[src/hdl/rtp_pkg.sv]
// rtp_pkg: shared types, command codes and defaults of the ring transmit packetizer
// no dependencies; used by the top level and the testbench
`timescale 1ns / 1ps

package rtp_pkg;

  // default parameter values
  localparam int RING_SIZE_DEF = 2048;
  localparam int NUM_PORTS_DEF = 2;

  // packet size register
  localparam int          MPS_W     = 10;
  localparam logic [9:0]  MPS_RESET = 10'd64;
  localparam logic [9:0]  MPS_MAX   = 10'd512;

  // command codes of an input beat
  typedef enum logic [1:0] {
    CMD_LOAD      = 2'd0,
    CMD_SOF       = 2'd1,
    CMD_XFER_DONE = 2'd2
  } cmd_t;

  typedef logic [MPS_W-1:0] mps_t;

  typedef struct packed {
    logic [1:0]  cmd;
    logic        port;
    logic [10:0] load_length;
    logic        configured;
  } in_beat_t;

  typedef struct packed {
    logic        tx_valid;
    logic [10:0] tx_offset;
    logic [9:0]  tx_length;
    logic [10:0] accepted_length;
    logic        busy_res;
  } out_beat_t;

endpackage

[src/hdl/rtp_chan_if.sv]
// rtp_chan_if: valid/ready channel carrying one payload of type T
// depends on nothing; payload types come from rtp_pkg at instantiation
`timescale 1ns / 1ps

interface rtp_chan_if #(
  parameter type T = logic
);
  logic valid;
  logic ready;
  T     data;

  modport source (output valid, output data, input ready);
  modport sink   (input valid, input data, output ready);
endinterface

[src/hdl/ring_tx_packetizer.sv]
// ring_tx_packetizer: per-port bulk IN transmit scheduler over a ring buffer
// depends on rtp_pkg and rtp_chan_if
`timescale 1ns / 1ps

//  channel    dir  payload      beat
//  cfg_chan   in   mps_t        write of max_packet_size
//  in_chan    in   in_beat_t    one event (load, start of frame, transfer complete)
//  out_chan   out  out_beat_t   one result per event
//
//  every event is evaluated against the port state as it is accepted, and state
//  and result register are loaded at the same edge
//  a new event is taken each cycle while the result register is empty or drained
//  an unread result stalls in_chan only; cfg_chan is always ready
//  rst_n is synchronous, active low: all ports idle, packet size back to 64

module ring_tx_packetizer
  import rtp_pkg::*;
#(
  parameter int RING_SIZE = RING_SIZE_DEF,
  parameter int NUM_PORTS = NUM_PORTS_DEF
) (
  input  logic      clk,
  input  logic      rst_n,
  rtp_chan_if.sink   cfg_chan,
  rtp_chan_if.sink   in_chan,
  rtp_chan_if.source out_chan
);

  // position width: holds 0 .. RING_SIZE
  localparam int PW = $clog2(RING_SIZE + 1);
  // compare widths for the load length and the packet limit
  localparam int CW = (PW > 11) ? PW : 11;
  localparam int MW = (PW > 10) ? PW : 10;

  // packet size register
  mps_t mps_r;
  logic [9:0] lim;

  // per-port state
  logic          busy_r [NUM_PORTS];
  logic [PW-1:0] rp_r   [NUM_PORTS];
  logic [PW-1:0] we_r   [NUM_PORTS];
  logic [PW-1:0] rem_r  [NUM_PORTS];

  // selected port, current state
  logic [NUM_PORTS-1:0] hit;
  logic          port_ok;
  logic          cur_busy;
  logic [PW-1:0] cur_rp, cur_we, cur_rem;

  // next state of the selected port
  logic          busy_nxt;
  logic [PW-1:0] rp_nxt, we_nxt, rem_nxt;

  // working values
  logic          iss;
  logic [PW-1:0] base_rp, base_rem, rp_wrap, span;
  logic [CW-1:0] len_ext, len_sat;
  logic [MW-1:0] rem_m, lim_m;
  logic [9:0]    chunk;
  logic [CW-1:0] off_ext;

  out_beat_t res;
  logic      accept;

  // result register
  logic      out_valid_r;
  out_beat_t out_data_r;

  assign cfg_chan.ready = 1'b1;
  assign in_chan.ready  = !out_valid_r || out_chan.ready;
  assign accept         = in_chan.valid && in_chan.ready;

  assign out_chan.valid = out_valid_r;
  assign out_chan.data  = out_data_r;

  // zero acts as one, anything above 512 as 512
  always_comb begin
    if (mps_r == '0) begin
      lim = 10'd1;
    end else if (mps_r > MPS_MAX) begin
      lim = MPS_MAX;
    end else begin
      lim = mps_r;
    end
  end

  // select the addressed port's state
  always_comb begin
    cur_busy = 1'b0;
    cur_rp   = '0;
    cur_we   = '0;
    cur_rem  = '0;
    for (int p = 0; p < NUM_PORTS; p++) begin
      hit[p]   = (int'(in_chan.data.port) == p);
      cur_busy = cur_busy | (hit[p] & busy_r[p]);
      cur_rp   = cur_rp   | ({PW{hit[p]}} & rp_r[p]);
      cur_we   = cur_we   | ({PW{hit[p]}} & we_r[p]);
      cur_rem  = cur_rem  | ({PW{hit[p]}} & rem_r[p]);
    end
    port_ok = |hit;
  end

  // load length saturates just below the ring size
  assign len_ext = CW'(in_chan.data.load_length);
  assign len_sat = (len_ext >= CW'(RING_SIZE)) ? CW'(RING_SIZE - 1) : len_ext;

  // start of frame: wrap a read position at the ring end, span to write end or ring end
  assign rp_wrap = (cur_rp >= PW'(RING_SIZE)) ? '0 : cur_rp;
  assign span    = (rp_wrap > cur_we) ? (PW'(RING_SIZE) - rp_wrap) : (cur_we - rp_wrap);

  // event evaluation
  always_comb begin
    busy_nxt = cur_busy;
    rp_nxt   = cur_rp;
    we_nxt   = cur_we;
    rem_nxt  = cur_rem;
    base_rp  = cur_rp;
    base_rem = cur_rem;
    iss      = 1'b0;
    res      = '0;

    if (port_ok) begin
      case (in_chan.data.cmd)
        CMD_LOAD: begin
          if (!cur_busy) begin
            rem_nxt             = '0;
            we_nxt              = PW'(len_sat);
            rp_nxt              = '0;
            res.accepted_length = len_sat[10:0];
          end
        end
        CMD_SOF: begin
          if (in_chan.data.configured && !cur_busy) begin
            rp_nxt  = rp_wrap;
            base_rp = rp_wrap;
            if (rp_wrap != cur_we) begin
              base_rem = span;
              iss      = 1'b1;
              busy_nxt = 1'b1;
            end
          end
        end
        CMD_XFER_DONE: begin
          if (cur_busy) begin
            if (cur_rem == '0) begin
              busy_nxt = 1'b0;
            end else begin
              iss = 1'b1;
            end
          end
        end
        default: begin
        end
      endcase
    end

    // next chunk: min of residual span and packet limit
    rem_m   = MW'(base_rem);
    lim_m   = MW'(lim);
    chunk   = (rem_m > lim_m) ? lim_m[9:0] : rem_m[9:0];
    off_ext = CW'(base_rp);

    if (iss) begin
      res.tx_valid  = 1'b1;
      res.tx_offset = off_ext[10:0];
      res.tx_length = chunk;
      rp_nxt        = base_rp + PW'(chunk);
      rem_nxt       = base_rem - PW'(chunk);
    end

    res.busy_res = port_ok & busy_nxt;
  end

  // configuration register
  always_ff @(posedge clk) begin
    if (!rst_n) begin
      mps_r <= MPS_RESET;
    end else if (cfg_chan.valid && cfg_chan.ready) begin
      mps_r <= cfg_chan.data;
    end
  end

  // port state write-back
  always_ff @(posedge clk) begin
    for (int p = 0; p < NUM_PORTS; p++) begin
      if (!rst_n) begin
        busy_r[p] <= 1'b0;
        rp_r[p]   <= '0;
        we_r[p]   <= '0;
        rem_r[p]  <= '0;
      end else if (accept && hit[p]) begin
        busy_r[p] <= busy_nxt;
        rp_r[p]   <= rp_nxt;
        we_r[p]   <= we_nxt;
        rem_r[p]  <= rem_nxt;
      end
    end
  end

  // result register
  always_ff @(posedge clk) begin
    if (!rst_n) begin
      out_valid_r <= 1'b0;
    end else if (accept) begin
      out_valid_r <= 1'b1;
    end else if (out_chan.ready) begin
      out_valid_r <= 1'b0;
    end
  end

  always_ff @(posedge clk) begin
    if (accept) begin
      out_data_r <= res;
    end
  end

  // an issued packet is never empty and never above the packet limit
  a_len_in_limit: assert property (@(posedge clk) disable iff (!rst_n)
    out_valid_r && out_data_r.tx_valid |->
      (out_data_r.tx_length != '0) && (out_data_r.tx_length <= lim))
    else $error("issued packet length outside 1..limit");

  // issuing a packet leaves the port busy
  a_issue_busy: assert property (@(posedge clk) disable iff (!rst_n)
    out_valid_r && out_data_r.tx_valid |-> out_data_r.busy_res)
    else $error("packet issued on an idle port");

  // a load never issues a packet in the same event
  a_load_no_tx: assert property (@(posedge clk) disable iff (!rst_n)
    out_valid_r && (out_data_r.accepted_length != '0) |-> !out_data_r.tx_valid)
    else $error("load result carries a packet");

  // an idle port has no residual span
  for (genvar g = 0; g < NUM_PORTS; g++) begin : g_idle_chk
    a_idle_empty: assert property (@(posedge clk) disable iff (!rst_n)
      !busy_r[g] |-> (rem_r[g] == '0))
      else $error("idle port with residual span");
  end

endmodule

[src/flat_wrapper.sv]
// flat-port wrapper written by rule: the top's interface ports become plain ports
module ring_tx_packetizer_flat import rtp_pkg::*;
#(
  parameter int RING_SIZE = RING_SIZE_DEF,
  parameter int NUM_PORTS = NUM_PORTS_DEF
)
  (clk, rst_n, cfg_chan_valid, cfg_chan_data, cfg_chan_ready, in_chan_valid, in_chan_data, in_chan_ready, out_chan_valid, out_chan_data, out_chan_ready);
  rtp_chan_if #(.T(mps_t)) cfg_chan_i ();
  rtp_chan_if #(.T(in_beat_t)) in_chan_i ();
  rtp_chan_if #(.T(out_beat_t)) out_chan_i ();
  input  logic clk;
  input  logic rst_n;
  input wire logic [$bits(cfg_chan_i.valid)-1:0] cfg_chan_valid;
  input wire logic [$bits(cfg_chan_i.data)-1:0] cfg_chan_data;
  output wire logic [$bits(cfg_chan_i.ready)-1:0] cfg_chan_ready;
  input wire logic [$bits(in_chan_i.valid)-1:0] in_chan_valid;
  input wire logic [$bits(in_chan_i.data)-1:0] in_chan_data;
  output wire logic [$bits(in_chan_i.ready)-1:0] in_chan_ready;
  output wire logic [$bits(out_chan_i.valid)-1:0] out_chan_valid;
  output wire logic [$bits(out_chan_i.data)-1:0] out_chan_data;
  input wire logic [$bits(out_chan_i.ready)-1:0] out_chan_ready;
  assign cfg_chan_i.valid = cfg_chan_valid;
  assign cfg_chan_i.data = cfg_chan_data;
  assign cfg_chan_ready = cfg_chan_i.ready;
  assign in_chan_i.valid = in_chan_valid;
  assign in_chan_i.data = in_chan_data;
  assign in_chan_ready = in_chan_i.ready;
  assign out_chan_valid = out_chan_i.valid;
  assign out_chan_data = out_chan_i.data;
  assign out_chan_i.ready = out_chan_ready;
  ring_tx_packetizer #(.RING_SIZE(RING_SIZE), .NUM_PORTS(NUM_PORTS)) u_core (.clk(clk), .rst_n(rst_n), .cfg_chan(cfg_chan_i), .in_chan(in_chan_i), .out_chan(out_chan_i));
endmodule
[config.mk]
export PLATFORM = sky130hd
export DESIGN_NAME = ring_tx_packetizer_flat
export DESIGN_NICKNAME = d
export VERILOG_FILES = /design/src/hdl/rtp_pkg.sv /design/src/hdl/rtp_chan_if.sv /design/src/hdl/ring_tx_packetizer.sv /design/src/flat_wrapper.sv
export SDC_FILE = /design/constraint.sdc
export NUM_CORES = 1
export LEC_CHECK = 0
export BUFFER_PORTS_ARGS = -buffer_cell sky130_fd_sc_hd__buf_4
export CAP_MARGIN = 30
export CORE_AREA = 3 3 144 146
export CTS_CLUSTER_SIZE = 28
export DETAILED_ROUTE_END_ITERATION = 16
export DIE_AREA = 0 0 147 149
export PLACE_DENSITY = 0.55
export SLEW_MARGIN = 20
export SYNTH_ARGS = -nofsm -noshare
export SYNTH_HDL_FRONTEND = slang
export SYNTH_SLANG_ARGS = --single-unit
export TNS_END_PERCENT = 5
[constraint.sdc]
create_clock -name clk -period 11.5 [get_ports clk]
set_input_delay 1.15 -clock clk [delete_from_list [all_inputs] [get_ports clk]]
set_output_delay 1.15 -clock clk [all_outputs]
set_load 0.01 [all_outputs]
==> qor.csv, run 1 <==
stage,metric,value,unit
routing,drcViolationCount,0,
synth,synthMuxAreaShare,11.3,%
synth,yosysSeqAreaShare,43.3,%
floorplanning,start_util,40.9,%
power,seq_power_share,34.8,%
setup_path,cp.depth,26,
sta,fmax,0.113,GHz
power,swShare,31.7,%
run,cap_viol_max_count,0,
sta,skew,0.0103,ns
sta,setup-tns-final,0,ns
setup_path,critPathMaxFanout,47,
global_routing,antenna_found_initial,1,
sta,rsz0062_at_grt,no,
routing,vias_per_cell,5.55,
sta,relSlewSlack,35.3,%
setup_path,cp_num_buf_inv,1,
power,p_leak,3.85,nW
setup_path,cp_slowest_cell,a221oi_1,
setup_path,worstSetupStartpointType,input port,
setup_path,end_kind,flop,
setup_path,startpoint,in_chan_data[12],
synth,synth_top_family_by_area,simple AND/OR/NAND/NOR gates,
cells_and_area,nets,935,
routing,drt_iter0_drc,418,
routing,first_pass_iters,5,
synth,syn_inst,798,
power,clkPwrFrac,36.5,%
sta,finalCritPeriodShare,76.7,%
cells_and_area,antenna_cells,0,
setup_path,worst-setup-path-type,in2reg,
sta,finalCriticalPeriod,8.82,ns
cells_and_area,drive_gt1_share,16.8,%
global_routing,grt_first_pass_wirelength,35300,µm
cts,clk_latency,0.42,ns
global_routing,grt_usage,20.9,%
power,power_density,157,nW/µm²
setup_path,path_delay_family,compound AO/OA/AOI/OAI gates,
setup_path,required,11.67,ns
power,switchingPower,0.466,mW
synth,ys_warn_count,0,
cts,clkTransAtPathRegs,0.06,ns
global_routing,first_global_vias,6277,
power,irDropWorstVdd,0.102,mV
sta,whs,0.514,ns
floorplanning,std_cell_rows,51,
min_path,hold_path.class,reg2reg,
floorplanning,core_area,19500,µm²
run_status,status,completed,
synth,synth_area,7980,µm²
min_path,min_path_cells,2,
floorplanning,die_area,21900,µm²
cts,clock-root-buffer,clkbuf_16,
synth,synth_seq_cells,119,
synth,synth_compound_area_share,12.4,%
min_path,hold_path.startpoint,u_core.busy_r[1],
place,gp_congestion,0.937,
synth,synth_edf_count,107,
sta,tightest_slew,0.971,ns
cts,cts_max_level,4,
synth,syn_avg_cell_area,10.0,µm²
sta,setup_viol,0,
sta,slew_viol_final,0,
synth,yosys.area_share.simple,19.2,%
floorplanning,ios,67,
synth,synthXorXnorAreaFrac,2.63,%
floorplanning,die_y,149,µm
sta,hold_violations,0,
cts,numCtsBuffers,17,
cts,cts_resized,0,
synth,ys.flop_type,edfxtp_1,
setup_path,slowest_delay,0.85,ns
cts,cts_sinks,119,
place,dp_hpwl,16300,µm
routing,ant_nets,0,
synth,ys_async_sr_fraction,0,%
setup_path,cp.arrival,8.99,ns
cts,cts_buffer_depth,2,
cells_and_area,syn2layout_area_growth,17.0,%
global_routing,overflow,0,
cts,post_cts_buffers,0,
routing,routed_wl,22500,µm
power,cell_internal_pwr,1.00,mW
floorplanning,die_w,147,µm
routing,via_count,6301,
setup_path,reg2reg_depth,25,
cts,tritoncts,yes,
routing,routedWlPerCell,19.8,µm
synth,synthAdderAreaFrac,7.81,%
setup_path,worst_r2r_startpoint,u_core.rp_r[0][11],
global_routing,grt_max_degree,56,
cts,hold_buffers,0,
synth,synth_cell_types,72,
place,portBuffers,65,
power,combPwrFrac,28.7,%
synth,synth_nets,876,
## cells in the final DEF (no fill, tap or decap), types with 14 or more instances in the layout
cell,n
a21oi_1,43
and3_1,16
buf_4,73
clkbuf_16,17
edfxtp_1,107
ha_1,45
inv_1,29
mux2_2,20
mux2i_1,58
nand2_1,48
nor2_1,114
nor2b_1,23
nor3_1,30
o21a_1,14
o21ai_0,25
xnor2_1,15
## synthesized netlist by cell type (all sizes together) (14+ instances only)
cell type	count	area, µm²
and3	16	100
o21a	14	105
o21ai	30	154
xnor2	15	131
inv	31	116
ha	45	563
mux2	27	304
nor2b	23	144
nand2	50	193
clkbuf	22	82.6
edfxtp	107	3210
nor2	116	450
nor3	30	150
mux2i	59	594
a21oi	43	215
## cells by family after synthesis
logic type,Yosys count
XOR/XNOR,24
adder cells (fa/ha/maj),48
AND/OR/NAND/NOR,310
multiplexers,86
flip-flops,119
AO/OA/AOI/OAI,145
buffers and inverters,65
other,1
## cell type report
| class | instances | area (µm²) |
|---|---|---|
| Clock buffer | 18 | 429 |
| Sequential cell | 119 | 3450 |
| Timing Repair Buffer | 74 | 576 |
| Fill cell | 1867 | 10200 |
| Tap cell | 265 | 332 |
| Multi-Input combinational cell | 614 | 4280 |
| Inverter | 31 | 116 |
| Clock inverter | 14 | 158 |
## worst reg2reg max path, delay by kind of cell (launching register included)
kind	cells	cell delay, ns
adder cells (fa/ha/maj)	3	1.15
AND/OR/NAND/NOR	8	1.69
flip-flops	1	0.45
multiplexers	1	0.43
AO/OA/AOI/OAI	13	3.88
## stage by stage
step	utilization [%]	cell area [µm²]	power [mW]	setup slack, ns	cells
5_1_grt	47.8	9340	1.54	2.02	1135
6_report	47.8	9340	1.47	2.68	1135
3_3_place_gp	44.7	8720	0.936	2.45	1101
2_1_floorplan	-	7980	0.821	3.24	798
3_5_place_dp	44.7	8730	0.937	2.23	1102
4_1_cts	47.7	9310	1.48	2.68	1134
## per-layer routing
layer / vias to the layer above / global-route usage [%] / wire length (µm)
li1: 3049 / - / -
met1: 3046 / 27.9 / 10300
met2: 170 / 34.2 / 10600
met3: 34 / 4.50 / 1190
met4: 2 / 6.76 / 453
met5: - / 0 / 13
## registers in the layout, summed over array words and instances (netlist names)
name / cells
u_core.busy_r: 2
u_core.mps_r: 10
u_core.out_chan.data: 34
u_core.out_chan.valid: 1
u_core.rem_r: 24
u_core.rp_r: 24
u_core.we_r: 24
## path summary, 6_finish.rpt
check / endpoint / slack [ns]
setup / recovery: u_core.rem_r[0][11] / 2.68
hold / removal: u_core.busy_r[1] / 0.51
setup reg to reg: u_core.rem_r[0][11] / 3.66
hold reg to reg: u_core.busy_r[1] / 0.51
## power by group through the flow
stage	Combinational, mW	Sequential [mW]	Clock, mW
floorplan	0.300	0.522	0
global placement	0.416	0.520	0
detailed placement	0.416	0.521	0
CTS	0.420	0.512	0.546
global route	0.464	0.514	0.566
finish	0.422	0.512	0.536
Power figures use the tool's default switching activity.
==> inputs of run 2 (changes only) <==
Settings changed: ABC_AREA set to 1, PLACE_DENSITY 0.55 to 0.54.
Clock period 11.5 ns to 9.1 ns, I/O delays scaled along.
==> qor.csv, run 2 <==
stage,metric,value,unit,change
synth,synth_seq_cells,119,,unchanged
place,portBuffers,65,,unchanged
global_routing,grt_usage,20.5,%,-0.44 points
synth,ys.flop_type,edfxtp_1,,
setup_path,slowest_delay,0.43,ns,-0.42 ns
cts,post_cts_buffers,0,,unchanged
routing,ant_nets,0,,unchanged
global_routing,grt_first_pass_wirelength,35000,µm,-0.96%
synth,synth_cell_types,47,,-35%
sta,finalCritPeriodShare,85.3,%,
cells_and_area,nets,1167,,+25%
synth,syn_inst,1028,,+29%
cts,hold_buffers,0,,unchanged
cts,cts_max_level,4,,unchanged
cells_and_area,largest_reg_flops,34,,unchanged
synth,ys_async_sr_fraction,0,%,unchanged
global_routing,first_global_vias,6403,,+2.0%
min_path,hold_path.class,reg2reg,,
sta,setup_viol,0,,unchanged
cells_and_area,antenna_cells,0,,unchanged
synth,yosysTopAreaCell,edfxtp_1,,
floorplanning,die_w,147,µm,unchanged
cts,clkTransAtPathRegs,0.06,ns,about the same
floorplanning,std_cell_rows,51,,unchanged
cells_and_area,layout_commonest_cell,nand2_1,,
power,p_leak,4.30,nW,+12%
routing,vias_per_cell,5.00,,-9.9%
sta,setup-tns-final,0,ns,unchanged
floorplanning,ios,67,,unchanged
min_path,hold_path.startpoint,u_core.mps_r[6],,
place,gp_congestion,0.942,,+0.48%
sta,whs,0.488,ns,-0.0255 ns
routing,via_count,6837,,+8.5%
synth,synth_common_cells,"nand2_1 (264), nor2_1 (169), inv_1 (123)",,
routing,drcViolationCount,0,,unchanged
cells_and_area,layoutNonFillerInstCount,1367,,+20%
cts,numCtsBuffers,17,,unchanged
global_routing,antenna_found_initial,0,,-1
setup_path,critPathMaxFanout,40,,-15%
cells_and_area,fin_area,9290,µm²,-0.54%
synth,yosysSeqAreaShare,43.6,%,+0.31 points
cts,clk_latency,0.42,ns,about the same
cts,cts_sinks,119,,unchanged
routing,routedWlPerCell,16.1,µm,-19%
power,power_density,202,nW/µm²,+29%
run,cap_viol_max_count,0,,unchanged
setup_path,path_common_cell,nand2_1,,
sta,hold_violations,0,,unchanged
setup_path,worstSetupStartpointType,input port,,
sta,rsz0062_at_grt,no,,
place,dp.cells,1335,,+21%
sta,finalCriticalPeriod,7.77,ns,
routing,drt_iter0_drc,509,,+22%
cells_and_area,syn2layout_area_growth,17.2,%,
global_routing,overflow,0,,unchanged
setup_path,required,9.25,ns,-2.42 ns
setup_path,cp_slowest_cell,inv_2,,
setup_path,worst-setup-path-type,in2reg,,
cells_and_area,drive_gt1_share,12.9,%,-3.9 points
synth,synth_top_area_share,40.5,%,+0.29 points
setup_path,cp.arrival,7.92,ns,-1.07 ns
synth,ys_warn_count,0,,unchanged
floorplanning,die_y,149,µm,unchanged
run_status,status,completed,,
cts,tritoncts,yes,,
synth,syn_avg_cell_area,7.71,µm²,-23%
cts,cts_resized,0,,unchanged
floorplanning,core_area,19500,µm²,unchanged
routing,first_pass_iters,5,,unchanged
synth,synth_edf_count,107,,unchanged
sta,tightest_slew,0.904,ns,-0.0672 ns
synth,synth_area,7930,µm²,-0.71%
power,irDropWorstVdd,0.132,mV,+29%
sta,relSlewSlack,39.1,%,+3.8 points
sta,skew,0.00977,ns,-0.000500 ns
place,dp_hpwl,16100,µm,-1.2%
sta,slew_viol_final,0,,unchanged
setup_path,worst_r2r_startpoint,u_core.rp_r[0][11],,
floorplanning,start_util,40.6,%,-0.29 points
setup_path,startpoint,in_chan_data[12],,
cts,clock-root-buffer,clkbuf_16,,
floorplanning,die_area,21900,µm²,unchanged
cells_and_area,fill_cells,1979,,+6.0%
sta,fmax,0.129,GHz,
synth,synth.most_common_cell,nand2_1,,
cells_and_area,final_cell_mix,"nand2_1 (264), nor2_1 (169), inv_1 (123)",,
synth,synth_area_leaders,"edfxtp_1 (41%), nand2_1 (13%), nor2_1 (8.0%), ha_1 (7.1%), inv_1 (5.8%)",,
global_routing,grt_max_degree,41,,-27%
place,post_dp_cell_area,8670,µm²,-0.63%
synth,synth_nets,1106,,+26%
cts,cts_buffer_depth,2,,unchanged
routing,routed_wl,22000,µm,-2.1%
setup_path,end_kind,flop,,
## run 2: changes by cell type after synthesis, moves of 13 or more
cell,before,now
o21ai_0,26,61
nor2_1,114,169
nor2b_1,23,0
nand2_1,48,264
mux2i_1,58,1
nor3_1,30,9
mux2_2,20,0
and3_1,16,0
inv_1,29,123
nand3_1,10,46
inv_2,2,15
## run 2: final timing paths
kind	endpoint	slack [ns]	cells after the start
max	u_core.rem_r[1][10]	1.33	39
min	u_core.mps_r[6]	0.49	2
max reg2reg	u_core.rem_r[1][10]	2.38	38
min reg2reg	u_core.mps_r[6]	0.49	2
## run 2: layout make-up
cell class,count,area (µm²),share of cell area [%]
Clock inverter,11,179,1.93
Tap cell,265,332,3.57
Timing Repair Buffer,72,561,6.03
Inverter,139,522,5.62
Multi-Input combinational cell,740,3800,41.0
Clock buffer,21,440,4.74
Sequential cell,119,3450,37.2
## run 2: cell families after synthesis
logic type,after synthesis,synth area share [%]
DFF,119,43.6
other,1,0.0473
and+or+nand+nor,527,27.3
muxes,1,0.126
AOI/OAI and AO/OA,142,10.2
xor gates and xnor gates,21,2.32
adders and majority gates,48,7.86
buffers and inverters,169,8.56
## run 2: where the power goes
group / switching (mW) / total (mW) / internal [mW]
logic: 0.340 / 0.513 / 0.173
clock network: 0.243 / 0.725 / 0.482
registers: 0.0100 / 0.642 / 0.632
total: 0.593 / 1.88 / 1.29
## run 2: per-stage QoR
stage	worst slack, ns	power (mW)	utilization (%)
2_1_floorplan	2.30	1.02	-
3_3_place_gp	1.07	1.16	44.3
3_5_place_dp	0.858	1.16	44.4
4_1_cts	1.29	1.89	47.6
5_1_grt	0.450	1.98	47.6
6_report	1.33	1.88	47.6
## run 2: critical path, delay by kind of cell
kind,cells,cell delay (ns)
AO/OA/AOI/OAI,11,1.78
adder cells (fa/ha/maj),5,1.73
AND/OR/NAND/NOR,16,2.13
XOR/XNOR,1,0.16
buffers and inverters,6,1.20
## run 2: routing by layer
layer / track usage, % / up-vias / share of wire [%]
met3: 2.73 / 25 / 4.4
met4: 6.71 / 0 / 2.0
met2: 32.6 / 171 / 46
li1: - / 3474 / -
met5: 0 / - / 0
met1: 29.0 / 3167 / 48
==> inputs of run 3 (changes only) <==
Clock period 9.1 ns to 8.17 ns, I/O delays scaled along.
==> qor.csv, run 3 (synthesis results as in run 2) <==
stage,metric,value,unit,change
run_status,status,completed,,
place,portBuffers,65,,unchanged
cells_and_area,nets,1174,,+0.60%
min_path,hold_path.class,reg2reg,,
place,dp_hpwl,16700,µm,+4.0%
place,post_dp_cell_area,8720,µm²,+0.52%
setup_path,path_delay_family,simple AND/OR/NAND/NOR gates,,
floorplanning,die_y,149,µm,unchanged
setup_path,worst-setup-path-type,in2reg,,
global_routing,first_global_vias,6597,,+3.0%
cells_and_area,syn2layout_area_growth,17.6,%,
sta,finalCritPeriodShare,86.4,%,
routing,routedWlPerCell,16.3,µm,+1.2%
floorplanning,start_util,40.6,%,unchanged
cells_and_area,largest_reg_flops,34,,unchanged
setup_path,end_kind,flop,,
cts,cts_buffer_depth,2,,unchanged
power,total_power,2.03,mW,+8.0%
cts,post_cts_buffers,0,,unchanged
sta,setup_slack,1.11,ns,-0.223 ns
setup_path,required,8.32,ns,-0.93 ns
sta,setup-tns-final,0,ns,unchanged
floorplanning,ios,67,,unchanged
routing,via_count,6930,,+1.4%
cells_and_area,final_cell_mix,"nand2_1 (264), nor2_1 (169), inv_1 (123)",,
setup_path,worstSetupStartpointType,input port,,
cts,cts_resized,0,,unchanged
run,cap_viol_max_count,0,,unchanged
cells_and_area,antenna_cells,0,,unchanged
setup_path,slowest_delay,0.52,ns,+0.09 ns
global_routing,grt_first_pass_wirelength,35400,µm,+1.1%
cts,cts_sinks,119,,unchanged
sta,setup_viol,0,,unchanged
sta,relSlewSlack,39.4,%,+0.30 points
routing,routed_wl,22400,µm,+1.7%
place,dp_slack,0.762,ns,-0.0956 ns
sta,whs,0.486,ns,-0.00170 ns
cells_and_area,fill_cells,1990,,+0.56%
place,dp.cells,1341,,+0.45%
sta,rsz0062_at_grt,no,,
setup_path,path_common_cell,nand2_1,,
sta,fmax,0.142,GHz,
cells_and_area,layout_commonest_cell,nand2_1,,
power,power_density,218,nW/µm²,+7.7%
routing,drt_iter0_drc,555,,+9.0%
routing,vias_per_cell,5.04,,+0.84%
floorplanning,core_area,19500,µm²,unchanged
sta,finalCriticalPeriod,7.06,ns,
cells_and_area,drive_gt1_share,13.7,%,+0.82 points
setup_path,cp.arrival,7.21,ns,-0.71 ns
power,p_leak,4.34,nW,+0.76%
cts,tritoncts,yes,,
global_routing,overflow,0,,unchanged
cts,clkTransAtPathRegs,0.06,ns,about the same
setup_path,cp_slowest_cell,o21ai_0,,
place,gp_congestion,1.05,,+12%
cells_and_area,fin_area,9320,µm²,+0.27%
global_routing,grt_max_degree,38,,-7.3%
floorplanning,die_w,147,µm,unchanged
sta,tightest_slew,0.907,ns,+0.00291 ns
floorplanning,die_area,21900,µm²,unchanged
cts,cts_max_level,4,,unchanged
sta,hold_violations,0,,unchanged
routing,drcViolationCount,0,,unchanged
routing,ant_nets,0,,unchanged
cts,clock-root-buffer,clkbuf_16,,
cts,numCtsBuffers,17,,unchanged
setup_path,cp_num_buf_inv,4,,-2
cells_and_area,utilization,47.7,%,+0.13 points
cells_and_area,layoutNonFillerInstCount,1374,,+0.51%
routing,first_pass_iters,5,,unchanged
cts,hold_buffers,0,,unchanged
floorplanning,std_cell_rows,51,,unchanged
global_routing,antenna_found_initial,0,,unchanged
setup_path,critPathMaxFanout,19,,-53%
sta,skew,0.00643,ns,-0.00334 ns
global_routing,grt_usage,20.8,%,+0.30 points
cts,clk_latency,0.42,ns,about the same
sta,slew_viol_final,0,,unchanged
power,irDropWorstVdd,0.163,mV,+23%
## run 3: changes by cell type in the layout (fill, tap and decap cells not counted), sizes merged
| cell | delta |
|---|---|
| buf | +7 |
| clkbuf | +6 |
| bufinv | -5 |
| clkinv | -2 |
| inv | +2 |
| clkinvlp | -1 |
## run 3: cell type report
type                       instances  area [µm²]  area share, %
clock buffer                      27         557           5.98
clock inverter                     5        27.5          0.295
inverter                         139         522           5.60
multi-input combinational        740        3800           40.8
sequential                       119        3450           37.1
tap                              265         332           3.56
timing repair buffer              79         621           6.66
## run 3: path summary, 6_finish.rpt
path | from | depth (start not counted) | slack (ns) | endpoint
setup / recovery | in_chan_data[12] | 33 | 1.11 | u_core.rem_r[0][10]
hold / removal | u_core.busy_r[1] | 2 | 0.49 | u_core.busy_r[1]
hold reg to reg | u_core.busy_r[1] | 2 | 0.49 | u_core.busy_r[1]
setup reg to reg | u_core.rp_r[0][0] | 32 | 1.30 | u_core.rem_r[0][10]
## run 3: tightest hold or removal path, cell delays in order (launching register included)
cell	delay, ns
dfxtp_1	0.31
nand3_1	0.07
nand2_1	0.05
## run 3: metal layers
layer / up-vias / share of wire, % / wire length [µm] / track usage, %
li1: 3484 / - / - / -
met1: 3231 / 48 / 10800 / 28.9
met2: 184 / 45 / 10100 / 33.3
met3: 31 / 4.9 / 1100 / 3.22
met4: 0 / 2.1 / 461 / 7.13
met5: - / 0 / 0 / 0
## run 3: report_power, final
part / internal, mW / switching, mW / total (mW)
combinational: 0.197 / 0.379 / 0.576
sequential: 0.704 / 0.0116 / 0.716
clock: 0.466 / 0.273 / 0.738
